<file path="config.mk">
export PLATFORM = sky130hd
export DESIGN_NAME = sau_sqrt_cell
export DESIGN_NICKNAME = d
export VERILOG_FILES = /design/src/sau_pkg.sv /design/src/sau_sqrt_cell.sv
export SDC_FILE = /design/constraint.sdc
export NUM_CORES = 1
export LEC_CHECK = 0
export BUFFER_PORTS_ARGS = -buffer_cell sky130_fd_sc_hd__buf_2
export CAP_MARGIN = 20
export CELL_PAD_IN_SITES_DETAIL_PLACEMENT = 2
export CELL_PAD_IN_SITES_GLOBAL_PLACEMENT = 2
export CORE_MARGIN = 2
export CORE_UTILIZATION = 28
export CTS_CLUSTER_SIZE = 16
export DETAILED_ROUTE_END_ITERATION = 10
export PLACE_DENSITY = 0.81
export SLEW_MARGIN = 10
export SYNTH_ARGS = -nofsm -noshare
export SYNTH_HDL_FRONTEND = slang
export SYNTH_SLANG_ARGS = --single-unit
</file>
<file path="constraint.sdc">
create_clock -name clk -period 2.4 [get_ports clk]
set_input_delay 0 -clock clk [delete_from_list [all_inputs] [get_ports clk]]
set_output_delay 0 -clock clk [all_outputs]
set_load 0.05 [all_outputs]
</file>
<file path="src/sau_pkg.sv">
// Shared types and constants for the shape area unit.
// No dependencies; used by every module of the block.
package sau_pkg;

  // Shape opcodes
  typedef enum logic [1:0] {
    SHAPE_RECT    = 2'd0,
    SHAPE_TRI     = 2'd1,
    SHAPE_CIRCLE  = 2'd2,
    SHAPE_UNKNOWN = 2'd3
  } shape_t;

  // Result status codes
  typedef enum logic [1:0] {
    STAT_OK      = 2'd0,
    STAT_INVALID = 2'd1,
    STAT_UNKNOWN = 2'd2
  } status_t;

  localparam int AREA_BITS = 26;
  localparam int PI_BITS   = 16;
  localparam int PI_FRAC   = 14;
  localparam logic [PI_BITS-1:0] PI_Q14 = 16'd51472;

  // Control tag that travels with each item down the pipeline
  typedef struct packed {
    logic    valid;
    shape_t  kind;
    status_t status;
  } tag_t;

endpackage

</file>
<file path="src/sau_sqrt_cell.sv">
// One digit cell of the square-root chain: two radicand bits per cell.
// Depends on sau_pkg. Non-triangle items pass through unchanged.
module sau_sqrt_cell import sau_pkg::*; #(
  parameter int PROD_BITS = 56,
  parameter int IDX       = 0
) (
  input  logic                 clk,
  input  logic                 rst_n,
  input  logic                 adv,
  input  tag_t                 tag_in,
  input  logic [PROD_BITS-1:0] rem_in,
  input  logic [PROD_BITS-1:0] root_in,
  output tag_t                 tag_out,
  output logic [PROD_BITS-1:0] rem_out,
  output logic [PROD_BITS-1:0] root_out
);

  localparam logic [PROD_BITS-1:0] BIT = PROD_BITS'(1) << (PROD_BITS - 2 - 2 * IDX);

  logic [PROD_BITS:0]   trial;
  logic [PROD_BITS-1:0] rem_nxt, root_nxt;
  tag_t                 tag_r;
  logic [PROD_BITS-1:0] rem_r, root_r;

  // Restoring square-root step
  always_comb begin
    trial    = {1'b0, root_in} + {1'b0, BIT};
    rem_nxt  = rem_in;
    root_nxt = root_in;
    if (tag_in.kind == SHAPE_TRI) begin
      if ({1'b0, rem_in} >= trial) begin
        rem_nxt  = rem_in - trial[PROD_BITS-1:0];
        root_nxt = (root_in >> 1) + BIT;
      end else begin
        root_nxt = root_in >> 1;
      end
    end
  end

  always_ff @(posedge clk) begin
    if (!rst_n) begin
      tag_r.valid <= 1'b0;
    end else if (adv) begin
      tag_r.valid <= tag_in.valid;
    end
  end

  always_ff @(posedge clk) begin
    if (adv) begin
      tag_r.kind   <= tag_in.kind;
      tag_r.status <= tag_in.status;
      rem_r        <= rem_nxt;
      root_r       <= root_nxt;
    end
  end

  assign tag_out  = tag_r;
  assign rem_out  = rem_r;
  assign root_out = root_r;

endmodule

</file>
# Word level (Yosys, flattened, before mapping)
# Index checks and enable logic that the tools add are counted.
# word_totals
inputBits,120
register_bits,117
mem_bits_rw,0
memories,0
romBits,0
latch_bits,0
word_cells,14
out_inout_bits,117
# op_classes
n_div,0
n_reduce_logical,0
mul,0
n_shift,0
eq_ne,1
n_addsub,3
magnitude_cmp,1
mux,4
bitwise,0
# op_table
cell,n
$mux W56,4
$add A56 B55 Y57 const B,1
$ge A56 B57 Y1,1
$add A55 B55 Y56 const B,1
$sub A56 B56 Y56,1
$eq A2 B1 Y1 const B,1

# Logic depth before layout (Yosys ltp)
# depth
word_depth,4
ltp_mapped,16
mapped_depth_nobuf,13

# Worst setup path after synthesis
# No wires, ideal clock.
# synth_path
path_type,input to register
startpoint,input root_in[23]
endpoint,register rem_r[41] (netlist: rem_out[41]) (data pin)
arrival_time_ns,2.365
setup_time_ns,0.260
n_path_buf,3
t_required_ns,2.140
setup_slack_ns,-0.225
cell_stages,13
cell_sequence,inv_1 -> ha_1 -> clkbuf_1 -> and3_1 -> and3_1 -> o21ai_1 -> a21bo_2 -> o211a_1 -> o31ai_1 -> a21bo_1 -> buf_4 -> buf_6 -> mux2_2
# synth_via
elab_chain_cells,4
word_cells_on_any_way,5
cone_classes,2 x add/sub; 1 x order compare; 2 x mux
# synth_lines
item,line,rtl
from (decl),sau_sqrt_cell.sv:12,"input logic [PROD_BITS-1:0] root_in,"
$add A56 B55 Y57 *,sau_sqrt_cell.sv:27,"trial = {1'b0, root_in} + {1'b0, BIT};"
$sub A56 B56 Y56 or $ge A56 B57 Y1 (tied branches),"sau_sqrt_cell.sv:32, sau_sqrt_cell.sv:31",
$mux W56 *,sau_sqrt_cell.sv:31,"if ({1'b0, rem_in} >= trial) begin"
$mux W56 *,sau_sqrt_cell.sv:30,if (tag_in.kind == SHAPE_TRI) begin
named net rem_nxt[41],sau_sqrt_cell.sv:21,"logic [PROD_BITS-1:0] rem_nxt, root_nxt;"
to (signal assigned),sau_sqrt_cell.sv:52,rem_r <= rem_nxt;
to (decl),sau_sqrt_cell.sv:23,"logic [PROD_BITS-1:0] rem_r, root_r;"
# Mark *: on every way through the listed nets, which the timed path passes. The rest lies on a longest branch.
# A chain may end at the register's enable or synchronous reset.

# Worst setup path after layout
# layout_path
startpoint,input root_in[28]
endpoint,register rem_r[35] (netlist: rem_out[35]) (data pin)
# Same word-level chain as after synthesis.

==> impl_metrics.py <==
metrics = {
    "run_status": {
        "status": "finished, violations left",
        "violations": "negative setup slack",
    },
    "sta": {
        "tightestPinTransition_ns": 0.8355,
        "period_share_pct": 111.7,
        "layout_min_cycle_time_ns": 2.680,
        "hold_violations": 0,
        "skew_ns": 0,
        "finalSetupTns_ns": -7.192,
        "max_freq_mhz": 373.1,
        "rsz0062_at_grt": "true",
        "fin_ws_ns": -0.2803,
        "setup_viol": 57,
        "slew_violations": 0,
        "slew_headroom_pct": 44.30,
    },
    "cts": {
        "cts.clk_slew.worst_paths_ns": 0.07,
        "cts_tree": "done",
        "cts_buffer_depth": 2,
        "cts_root_buffer": "clkbuf_16",
        "clk_latency_ns": 0.45,
        "cts_max_level": 4,
        "cts_made_buffers": 17,
        "cts.sinks": 117,
    },
    "finish": {
        "final_layout_size_suffix_gt1_share_pct": 44.58,
        "area_growth_pct": 80.65,
        "fin_nets": 1698,
        "n_fill_cell": 2980,
        "fin_util_pct": 51.52,
    },
    "placement": {
        "portBuffers": 236,
        "dp_hpwl_microns": 28420,
        "place_ws_ns": -0.9317,
        "place_congestion": 0.8164,
    },
    "yosys": {
        "synthCells": 912,
        "syn-num-nets": 1091,
        "synth_cell_types": 64,
        "seq_area_frac_synth_pct": 42.57,
        "syn_avg_cell_area_sq_um": 9.025,
        "synthesis.area_sq_um": 8230,
        "yosysTopAreaCell": "edfxtp_1",
        "synthTopCellsByCount": "nand2_1 (159), o21ai_0 (130), edfxtp_1 (116)",
        "ys.flop_type": "edfxtp_1",
        "synth-edff-count": 116,
        "ys_warn_count": 0,
        "synth_top_area_share_pct": 42.32,
        "synth_most_common_cell": "nand2_1",
        "yosys-top-cells-area": "edfxtp_1 (42%), ha_1 (8.8%), o21ai_0 (7.9%)",
        "async_reset_ff_share_pct": 0,
        "ys_seq_elements": 117,
    },
    "global_route": {
        "grt_usage_pct": 30.98,
        "grt_pass1_vias": 11630,
        "grt_first_pass_wirelength_microns": 72680,
        "grt_max_degree": 110,
        "grt_antenna_before_repair": 3,
        "overflow": 0,
    },
    "route": {
        "drtIter0Drc": 724,
        "via_per_inst": 5.629,
        "totalWireLength_microns": 59760,
        "routedWlPerCell_microns": 31.14,
        "vias": 10800,
        "firstDrtPassIters": 5,
        "drc": 0,
        "detail-route-antenna-nets": 0,
    },
    "worst_setup_path": {
        "slowest_delay_ns": 0.36,
        "cpMaxStageDelayCell": "o31ai_4",
        "cp_num_buf_inv": 4,
        "crit_top_cell": "o21ai_1",
        "crit_path_end_kind": "flip-flop",
        "worstPathMaxFanout": 7,
        "required_ns": 2.64,
        "crit_type": "in -> reg",
        "crit_chain": "buf_2 > inv_1 > ha_4 > nand2_2 > nor2_1 > and4_1 > o21ai_1 > a21bo_2 > o211a_1 > o31ai_4 > a21bo_4 > buf_12 > buf_6 > nand2_1 > o21ai_1",
        "cp-start-kind": "input port",
        "crit_family": "compound AO/OA/AOI/OAI gates",
        "cp.arrival_ns": 2.92,
    },
    "die": {
        "die-height_microns": 175.4,
        "row_count": 62,
        "pin_count": 237,
        "dieWidth_microns": 175.4,
        "dieArea_sq_um": 30780,
        "start_util_pct": 28.52,
        "coreArea_sq_um": 28860,
    },
    "hold_path": {
        "hp-class": "in -> reg",
    },
    "power": {
        "p_per_area_nw_per_um2": 632.3,
        "leakage_nw": 6.682,
        "peakVddDrop_uv": 318.6,
    },
    "run": {
        "max_cap_violations": 0,
    },
}
==> worst min-delay path, stage by stage <==
cell     delay [ns]
buf_2          0.10
buf_4          0.10
nand2_1        0.06
o31ai_2        0.07
==> routing by layer <==
metal	GRT usage [%]	wire [microns]	vias to the layer above
met5	0	0	-
met4	14.98	4181	0
met3	4.870	2957	246
met2	57.19	30520	555
met1	34.61	22090	5499
li1	-	-	4502
==> stage by stage <==
stage	hold WS, ns	total power [mW]	instance area [sq um]	std cells
after floorplan	0.09887	4.255	8437	912
after global placement	0.1771	5.295	11610	1714
after detailed placement	0.1815	5.450	11610	1714
after CTS	0.0009209	8.578	13820	1886
after global routing	0.004674	9.571	14870	1919
final	0.003439	9.401	14870	1919
==> where the power goes <==
part / internal [mW] / total (mW) / switching (mW)
sequential: 2.49 / 2.58 / 0.0951
clock: 1.72 / 2.97 / 1.24
combinational: 1.43 / 3.85 / 2.43
==> final timing paths <==
| check | startpoint | to | slack [ns] | cells past startpoint |
|---|---|---|---|---|
| max | root_in[28] | rem_out[35]$_DFFE_PP_ | -0.28 | 15 |
| min | rem_in[46] | rem_out[46]$_DFFE_PP_ | 0.003 | 4 |
| max reg2reg | tag_out[4]$_SDFFE_PN0P_ | tag_out[4]$_SDFFE_PN0P_ | 1.23 | 3 |
| min reg2reg | tag_out[4]$_SDFFE_PN0P_ | tag_out[4]$_SDFFE_PN0P_ | 1.09 | 3 |
==> logic make-up after synthesis <==
kind of cell	Yosys count	share of synthesized area (%)
AO/OA/AOI/OAI	298	21.80
AND/OR/NAND/NOR	270	14.78
flip-flops	117	42.57
buffers and inverters	112	5.640
adder cells (fa/ha/maj)	59	9.061
XOR/XNOR	49	5.214
multiplexers	7	0.9425
==> area by class of cell <==
class / instances / area (sq um) / area share (%)
Tap cell: 384 / 480.5 / 3.232
Clock buffer: 21 / 470.5 / 3.164
Antenna cell: 3 / 7.507 / 0.05049
Inverter: 69 / 279.0 / 1.877
Multi-Input combinational cell: 684 / 5211 / 35.05
Timing Repair Buffer: 630 / 4767 / 32.06
Sequential cell: 117 / 3503 / 23.56
Clock inverter: 11 / 148.9 / 1.001
==> cells in the final DEF (no fill, tap or decap), drive strengths merged, types with 2 or more instances in the layout <==
cell type	synthesis	final
a211oi	4	4
a21bo	2	3
a21boi	7	7
a21o	31	31
a21oi	62	62
a31oi	6	6
and2	3	3
and3	8	8
buf	15	491
bufinv	0	3
clkbuf	28	25
clkinv	0	4
clkinvlp	0	3
diode	0	3
dlygate4sd3	0	135
edfxtp	116	116
ha	58	58
inv	69	70
mux2	6	6
nand2	160	160
nand2b	6	6
nand3	18	18
nand4	16	16
nor2	32	32
nor2b	4	4
nor3	12	12
nor4	4	4
o211ai	4	4
o21a	12	12
o21ai	138	138
o21bai	9	9
o31ai	9	9
o41ai	2	2
or3	2	2
xnor2	29	29
xor2	20	20
==> registers in the layout (all words and copies together), names as in the netlist <==
name and count:
root_out 56, rem_out 56, tag_out 5
==> what timing repair did <==
item / 4_1_cts / 5_1_grt
endpoints found under the hold margin: 105 / 0
gates resized for setup: 39 / 186
pin swaps: 11 / 40
endpoints found under the setup margin: 58 / 63
cloned: 1 / 7
hold buffers: 135 / 0
setup buffers: 4 / 23
Power figures use the tool's default switching activity.
