`config.mk`:
```
export PLATFORM = sky130hd
export DESIGN_NAME = sau_front
export DESIGN_NICKNAME = d
export VERILOG_FILES = /design/src/sau_pkg.sv /design/src/sau_front.sv
export SDC_FILE = /design/constraint.sdc
export NUM_CORES = 2
export LEC_CHECK = 0
export ABC_AREA = 1
export CORE_ASPECT_RATIO = 0.6
export CORE_UTILIZATION = 60
export CTS_CLUSTER_SIZE = 40
export DETAILED_ROUTE_END_ITERATION = 8
export DONT_BUFFER_PORTS = 1
export PLACE_DENSITY = 0.74
export SLEW_MARGIN = 20
export SYNTH_ARGS = -nofsm -noshare
export SYNTH_HDL_FRONTEND = slang
export SYNTH_SLANG_ARGS = --single-unit
```
`constraint.sdc`:
```
create_clock -name clk -period 7.7 [get_ports clk]
set_input_delay 0.385 -clock clk [delete_from_list [all_inputs] [get_ports clk]]
set_output_delay 0.385 -clock clk [all_outputs]
set_load 0.02 [all_outputs]
```
`src/sau_pkg.sv`:
```
// Shared types and constants for the shape area unit.
// No dependencies; used by every module of the block.
package sau_pkg;

  // Shape opcodes
  typedef enum logic [1:0] {
    SHAPE_RECT    = 2'd0,
    SHAPE_TRI     = 2'd1,
    SHAPE_CIRCLE  = 2'd2,
    SHAPE_UNKNOWN = 2'd3
  } shape_t;

  // Result status codes
  typedef enum logic [1:0] {
    STAT_OK      = 2'd0,
    STAT_INVALID = 2'd1,
    STAT_UNKNOWN = 2'd2
  } status_t;

  localparam int AREA_BITS = 26;
  localparam int PI_BITS   = 16;
  localparam int PI_FRAC   = 14;
  localparam logic [PI_BITS-1:0] PI_Q14 = 16'd51472;

  // Control tag that travels with each item down the pipeline
  typedef struct packed {
    logic    valid;
    shape_t  kind;
    status_t status;
  } tag_t;

endpackage

```
`src/sau_front.sv`:
```
// Front end: side checks and sum terms, then the two multiply stages.
// Depends on sau_pkg.
module sau_front import sau_pkg::*; #(
  parameter int SIDE_BITS = 12,
  parameter int PROD_BITS = 56
) (
  input  logic                 clk,
  input  logic                 rst_n,
  input  logic                 adv,
  input  logic                 in_valid,
  input  logic [1:0]           in_shape,
  input  logic [SIDE_BITS-1:0] in_side_a,
  input  logic [SIDE_BITS-1:0] in_side_b,
  input  logic [SIDE_BITS-1:0] in_side_c,
  output tag_t                 c_tag,
  output logic [PROD_BITS-1:0] c_val
);

  localparam int W  = SIDE_BITS + 2;
  localparam int MW = (2 * W > PI_BITS) ? 2 * W : PI_BITS;

  // Stage A: sums and validity checks
  logic [W-1:0] a, b, c, s_ab, s_ac, s_bc;
  logic [W-1:0] x1, y1, x2, y2;
  shape_t       kind;
  status_t      status;
  logic         tri_bad;

  always_comb begin
    a    = W'(in_side_a);
    b    = W'(in_side_b);
    c    = W'(in_side_c);
    s_ab = a + b;
    s_ac = a + c;
    s_bc = b + c;
    kind = shape_t'(in_shape);
    tri_bad = (a == '0) || (b == '0) || (c == '0) ||
              (s_ab < c) || (s_ac < b) || (s_bc < a);
    x1 = a;
    y1 = b;
    x2 = s_ac - b;
    y2 = s_ab - c;
    unique case (kind)
      SHAPE_RECT: begin
        status = ((a == '0) || (b == '0)) ? STAT_INVALID : STAT_OK;
      end
      SHAPE_TRI: begin
        status = tri_bad ? STAT_INVALID : STAT_OK;
        x1 = s_ab + c;
        y1 = s_bc - a;
      end
      SHAPE_CIRCLE: begin
        status = (a == '0) ? STAT_INVALID : STAT_OK;
        y1 = a;
      end
      default: status = STAT_UNKNOWN;
    endcase
  end

  tag_t         a_tag_r, b_tag_r, c_tag_r;
  logic [W-1:0] x1_r, y1_r, x2_r, y2_r;
  logic [2*W-1:0] m1_r, m2_r;
  logic [PROD_BITS-1:0] prod_r;

  // Stage C operand: second product, pi or one
  logic [MW-1:0] op;
  always_comb begin
    unique case (b_tag_r.kind)
      SHAPE_TRI:    op = MW'(m2_r);
      SHAPE_CIRCLE: op = MW'(PI_Q14);
      default:      op = MW'(1);
    endcase
  end

  // Control: valid bits
  always_ff @(posedge clk) begin
    if (!rst_n) begin
      a_tag_r.valid <= 1'b0;
      b_tag_r.valid <= 1'b0;
      c_tag_r.valid <= 1'b0;
    end else if (adv) begin
      a_tag_r.valid <= in_valid;
      b_tag_r.valid <= a_tag_r.valid;
      c_tag_r.valid <= b_tag_r.valid;
    end
  end

  // Datapath registers
  always_ff @(posedge clk) begin
    if (adv) begin
      a_tag_r.kind   <= kind;
      a_tag_r.status <= status;
      x1_r <= x1;
      y1_r <= y1;
      x2_r <= x2;
      y2_r <= y2;
      b_tag_r.kind   <= a_tag_r.kind;
      b_tag_r.status <= a_tag_r.status;
      m1_r <= x1_r * y1_r;
      m2_r <= x2_r * y2_r;
      c_tag_r.kind   <= b_tag_r.kind;
      c_tag_r.status <= b_tag_r.status;
      prod_r <= PROD_BITS'(m1_r) * PROD_BITS'(op);
    end
  end

  assign c_tag = c_tag_r;
  assign c_val = prod_r;

endmodule

```
Yosys cells after proc, flatten, opt, wreduce, memory -nomap -nowiden

Cells that the tools add are included.

Add/subtract/negate cells: 7
Multipliers: 3
Order comparisons: 3
Equal/unequal tests: 4
Muxes and demuxes: 7
Reduce and logical (&&, ||, !) cells: 9

Operators with widths:

| cell                 | count |
|---|---|
| $mul A14 B14 Y28     | 2 |
| $mul A28 B28 Y56     | 1 |
| $pmux W28 S2         | 1 |
| $sub A13 B12 Y14     | 3 |
| $add A12 B12 Y13     | 3 |
| $lt A13 B12 Y1       | 3 |
| $logic_not A12 Y1    | 3 |
| $pmux W14 S2         | 1 |
| $add A13 B12 Y14     | 1 |
| $mux W12             | 1 |
| $pmux W2 S3          | 1 |
| $logic_or A1 B1 Y1   | 5 |
| $eq A2 B1 Y1 const B | 2 |
| $eq A2 B2 Y1 const B | 2 |
| $mux W1              | 3 |
| $logic_not A2 Y1     | 1 |

Flip-flop bits (word level): 183
Bits of input ports: 42
Logic and storage cells: 50

Logic depth before layout (Yosys ltp)

Depth in word-level cells: 8
Depth in mapped cells: 35
Mapped depth without buffers: 33

Worst setup path after synthesis

No wires, ideal clock.

Kind: register -> register
From: register b_tag_r[2] (netlist name)
To: register prod_r[47], in the netlist c_val[47], data pin
Data arrival time: 6.412 ns
Data required time: 7.447 ns
Slack: 1.035 ns
Cell stages (with the launch flop): 33
Period minus slack after synthesis: 6.665 ns
Cells stage by stage: edfxtp_1 inv_1 ha_1 buf_2 or2_1 nand2_1 inv_2 o21ai_2 inv_4 buf_2 nand2_1 fa_1 inv_1 fa_1 inv_1 fa_1 fa_1 inv_1 fa_1 fa_1 inv_1 fa_1 inv_1 ha_1 nand2_1 nor2_1 inv_1 nor2_1 inv_1 nor3_2 nand2_1 nand4_1 nand2_1

Longest elaborated chain between the ends: 3
Elaborated cells between the ends (all ways): 4
Those cells by class: mul: 1; eq/ne: 2; mux: 1

RTL lines:

| what                                         | line             | source |
|---|---|---|
| from (decl)                                  | sau_front.sv:60  | `tag_t a_tag_r, b_tag_r, c_tag_r;` |
| $eq A2 B2 Y1 or $eq A2 B1 Y1 (tied branches) | sau_front.sv:68  | `unique case (b_tag_r.kind)` |
| $pmux W28 S2 (*)                             | sau_front.sv:68  |  |
| $mul A28 B28 Y56 (*)                         | sau_front.sv:103 | `prod_r <= PROD_BITS'(m1_r) * PROD_BITS'(op);` |
| to (signal assigned)                         | sau_front.sv:103 |  |
| to (decl)                                    | sau_front.sv:63  | `logic [PROD_BITS-1:0] prod_r;` |

Every way passes the cells marked *; elsewhere a longest branch is shown, timed or not.
A chain may end at the register's enable or synchronous reset.

Final worst setup path

From: register b_tag_r[2] (netlist name)
To: register prod_r[35], in the netlist c_val[35], data pin

Same word-level chain as after synthesis.

==> impl_metrics.toml <==
[drt]
drt_iter0_drc = 5313
antenna_left = 0
vias = 42100
routed_via_density = 5.78
wl_per_cell_microns = 23.6
first_pass_iters = 7
finalWirelength_microns = 172000
route.detailed.drc = 0

[clock_network]
numClockSinks = 183
clk_latency_ns = 0.53
cts_buffers = 17
cts.clk_slew.worst_paths_ns = 0.09
clock_path_buffers = 2
cts_tree = "yes"
clockRootBuffer = "clkbuf_16"
cts-htree-levels = 4

[final_layout]
mostFrequentLayoutCells = "1574 x inv_1, 1294 x nand2_1, 962 x fa_1"
n_antenna_cell = 0
syn_to_final_growth_pct = 5.81
drive_gt1_share_pct = 4.95
design_area_sq_um = 52700
final_nets = 7684
final_common_cell = "inv_1"

[die]
die_y_microns = 225
rows = 81
die_w_microns = 374
floorplan.initialDensity_pct = 60.9
ios = 103
coreArea_sq_um = 81900
die_area_sq_um = 84300

[global_route]
antenna_found_initial = 1
grt_overflow_total = 0
grt_max_degree = 132
grt_pass1_wl_microns = 263000
grt_pass1_vias = 42200
grt_usage_pct = 42.7

[yosys]
avgSynthCellArea_sq_um = 8.09
async_flop_share_pct = 0
synth-seq-area-share_pct = 11.0
synth-edff-count = 180
yosys_warnings = 0
syn-num-nets = 7651
syn_inst = 6161
synth_ff_type = "edfxtp_1"
synth_cell_types = 51
synth-seq-cells = 183
syn_area_sq_um = 49900

[sta]
tightestPinTransition_ns = 0.855
hold_viol = 0
drv_slew = 0
slew_headroom_pct = 43.0
timing.setup.tns_ns = 0
max_freq_mhz = 132
rsz0062_at_grt = "yes"
min_period_over_period_pct = 98.5
period_needed_ns = 7.59
setup_violations = 0
fin_skew_ns = 0.0186

[critical_path]
path_common_cell = "fa_1"
cp.required_ns = 7.98
cp_max_fo = 14
max_stage_delay_ns = 0.56
cp_data_arrival_time_ns = 7.87
setup.worst_path.end_class = "flip-flop"
cp_slowest_cell = "fa_1"
cp-start-kind = "flip-flop"
critPathKind = "flip-flop to flip-flop"

[job]
cap_violations = 0

[place]
io_buffer_count = 0
placed_cell_area_sq_um = 52000
finalWeightedCongestion = 1.07
place_hpwl_microns = 146000

[hold_path]
min_path_type = "input port to flip-flop"

[status]
run_status = "finished, final reports clean"
-- registers in the layout, summed over array words and instances (netlist names) --
signal / flops
c_val: 56
m1_r: 28
m2_r: 28
x1_r: 14
x2_r: 14
y1_r: 14
y2_r: 14
a_tag_r: 5
b_tag_r: 5
c_tag: 5
-- routing by layer --
| layer | vias up | global-route usage, % | share of wire [%] |
|---|---|---|---|
| met4 | 6 | 6.99 | 1.6 |
| met3 | 233 | 23.3 | 20 |
| met1 | 20700 | 65.8 | 44 |
| li1 | 18200 | - | - |
| met2 | 2979 | 51.2 | 35 |
| met5 | - | 2.23 | 0.15 |
-- final cells by class --
cell class,count,area [sq um]
timing repair buffer,205,1670
clock buffer,18,429
multi-input combinational,4186,37600
fill,7122,29100
clock inverter,14,159
inverter,1601,6040
sequential,183,5470
tap,1079,1350
-- cells in the mapped netlist, types with 2 or more instances --
cell type / instances / share of area [%]
nor4_1: 6 / 0.075
o21a_1: 2 / 0.030
nand3_1: 136 / 1.4
buf_2: 37 / 0.37
a31oi_1: 13 / 0.16
nand2_2: 12 / 0.15
a21boi_0: 11 / 0.17
ha_1: 485 / 12
and2_1: 3 / 0.038
nand2_1: 1294 / 9.7
o21ai_0: 117 / 1.2
dfxtp_1: 3 / 0.12
a21o_1: 13 / 0.20
nor2_2: 5 / 0.063
o21ai_2: 12 / 0.21
nor2_4: 4 / 0.090
o21ai_1: 8 / 0.080
a22oi_1: 8 / 0.12
xnor2_1: 40 / 0.70
a31o_2: 3 / 0.053
xor2_1: 97 / 1.7
nand2_4: 2 / 0.045
clkinv_1: 10 / 0.075
edfxtp_1: 180 / 11
nor3_1: 29 / 0.29
nor2_1: 631 / 4.8
and3_1: 6 / 0.075
a211oi_1: 2 / 0.030
inv_2: 11 / 0.083
nor3_2: 7 / 0.14
a21oi_1: 189 / 1.9
nand3b_1: 2 / 0.030
o21bai_1: 26 / 0.39
inv_1: 1579 / 12
o31ai_1: 2 / 0.030
nand4_1: 45 / 0.56
a221oi_1: 2 / 0.035
a21oi_2: 2 / 0.035
fa_1: 963 / 39
clkbuf_1: 153 / 1.2
-- worst paths after layout --
| check | startpoint | to | slack, ns | depth (start not counted) |
|---|---|---|---|---|
| setup / recovery | b_tag_r[2] | c_val[35] | 0.11 | 29 |
| hold / removal | adv | a_tag_r[4] | 0.03 | 2 |
| setup reg to reg | b_tag_r[2] | c_val[35] | 0.11 | 29 |
| hold reg to reg | b_tag_r[0] | c_tag[0] | 0.43 | 0 |
-- per-stage QoR --
stage | worst slack, ns | util [%] | hold slack [ns] | std cells
floorplan | 1.04 | - | 0.400 | 6161
detailed placement | 0.290 | 63.5 | 0.406 | 7245
finish | 0.113 | 64.4 | 0.0326 | 7286
global placement | 0.251 | 63.5 | 0.401 | 7245
CTS | 0.240 | 64.3 | 0.00158 | 7283
global route | -0.0357 | 64.4 | 0.0327 | 7286
-- worst max-delay path, delay by kind of cell, from the launching register on --
| family | cells | cell delay (ns) |
|---|---|---|
| AOI/OAI and AO/OA | 5 | 1.40 |
| xor gates and xnor gates | 1 | 0.15 |
| adders and majority gates | 9 | 3.78 |
| buffers and inverters | 9 | 0.96 |
| DFF | 1 | 0.44 |
| and+or+nand+nor | 5 | 0.57 |
-- cell families after synthesis --
kind of cell    synth area share (%)
xor+xnor                        2.41
fa+ha+maj                       50.8
flops                           11.0
compound gates                  4.71
buf+inv                         13.6
simple gates                    17.5
-- timing repair --
item,CTS,global route
endpoints found under the setup margin,0,26
buffers inserted,0,3
hold endpoints to repair,56,0
gates resized for setup,0,23
hold buffers,6,0
Power is not shown: default switching activity piles up to over one toggle a cycle in this logic, so the estimate is an artifact.
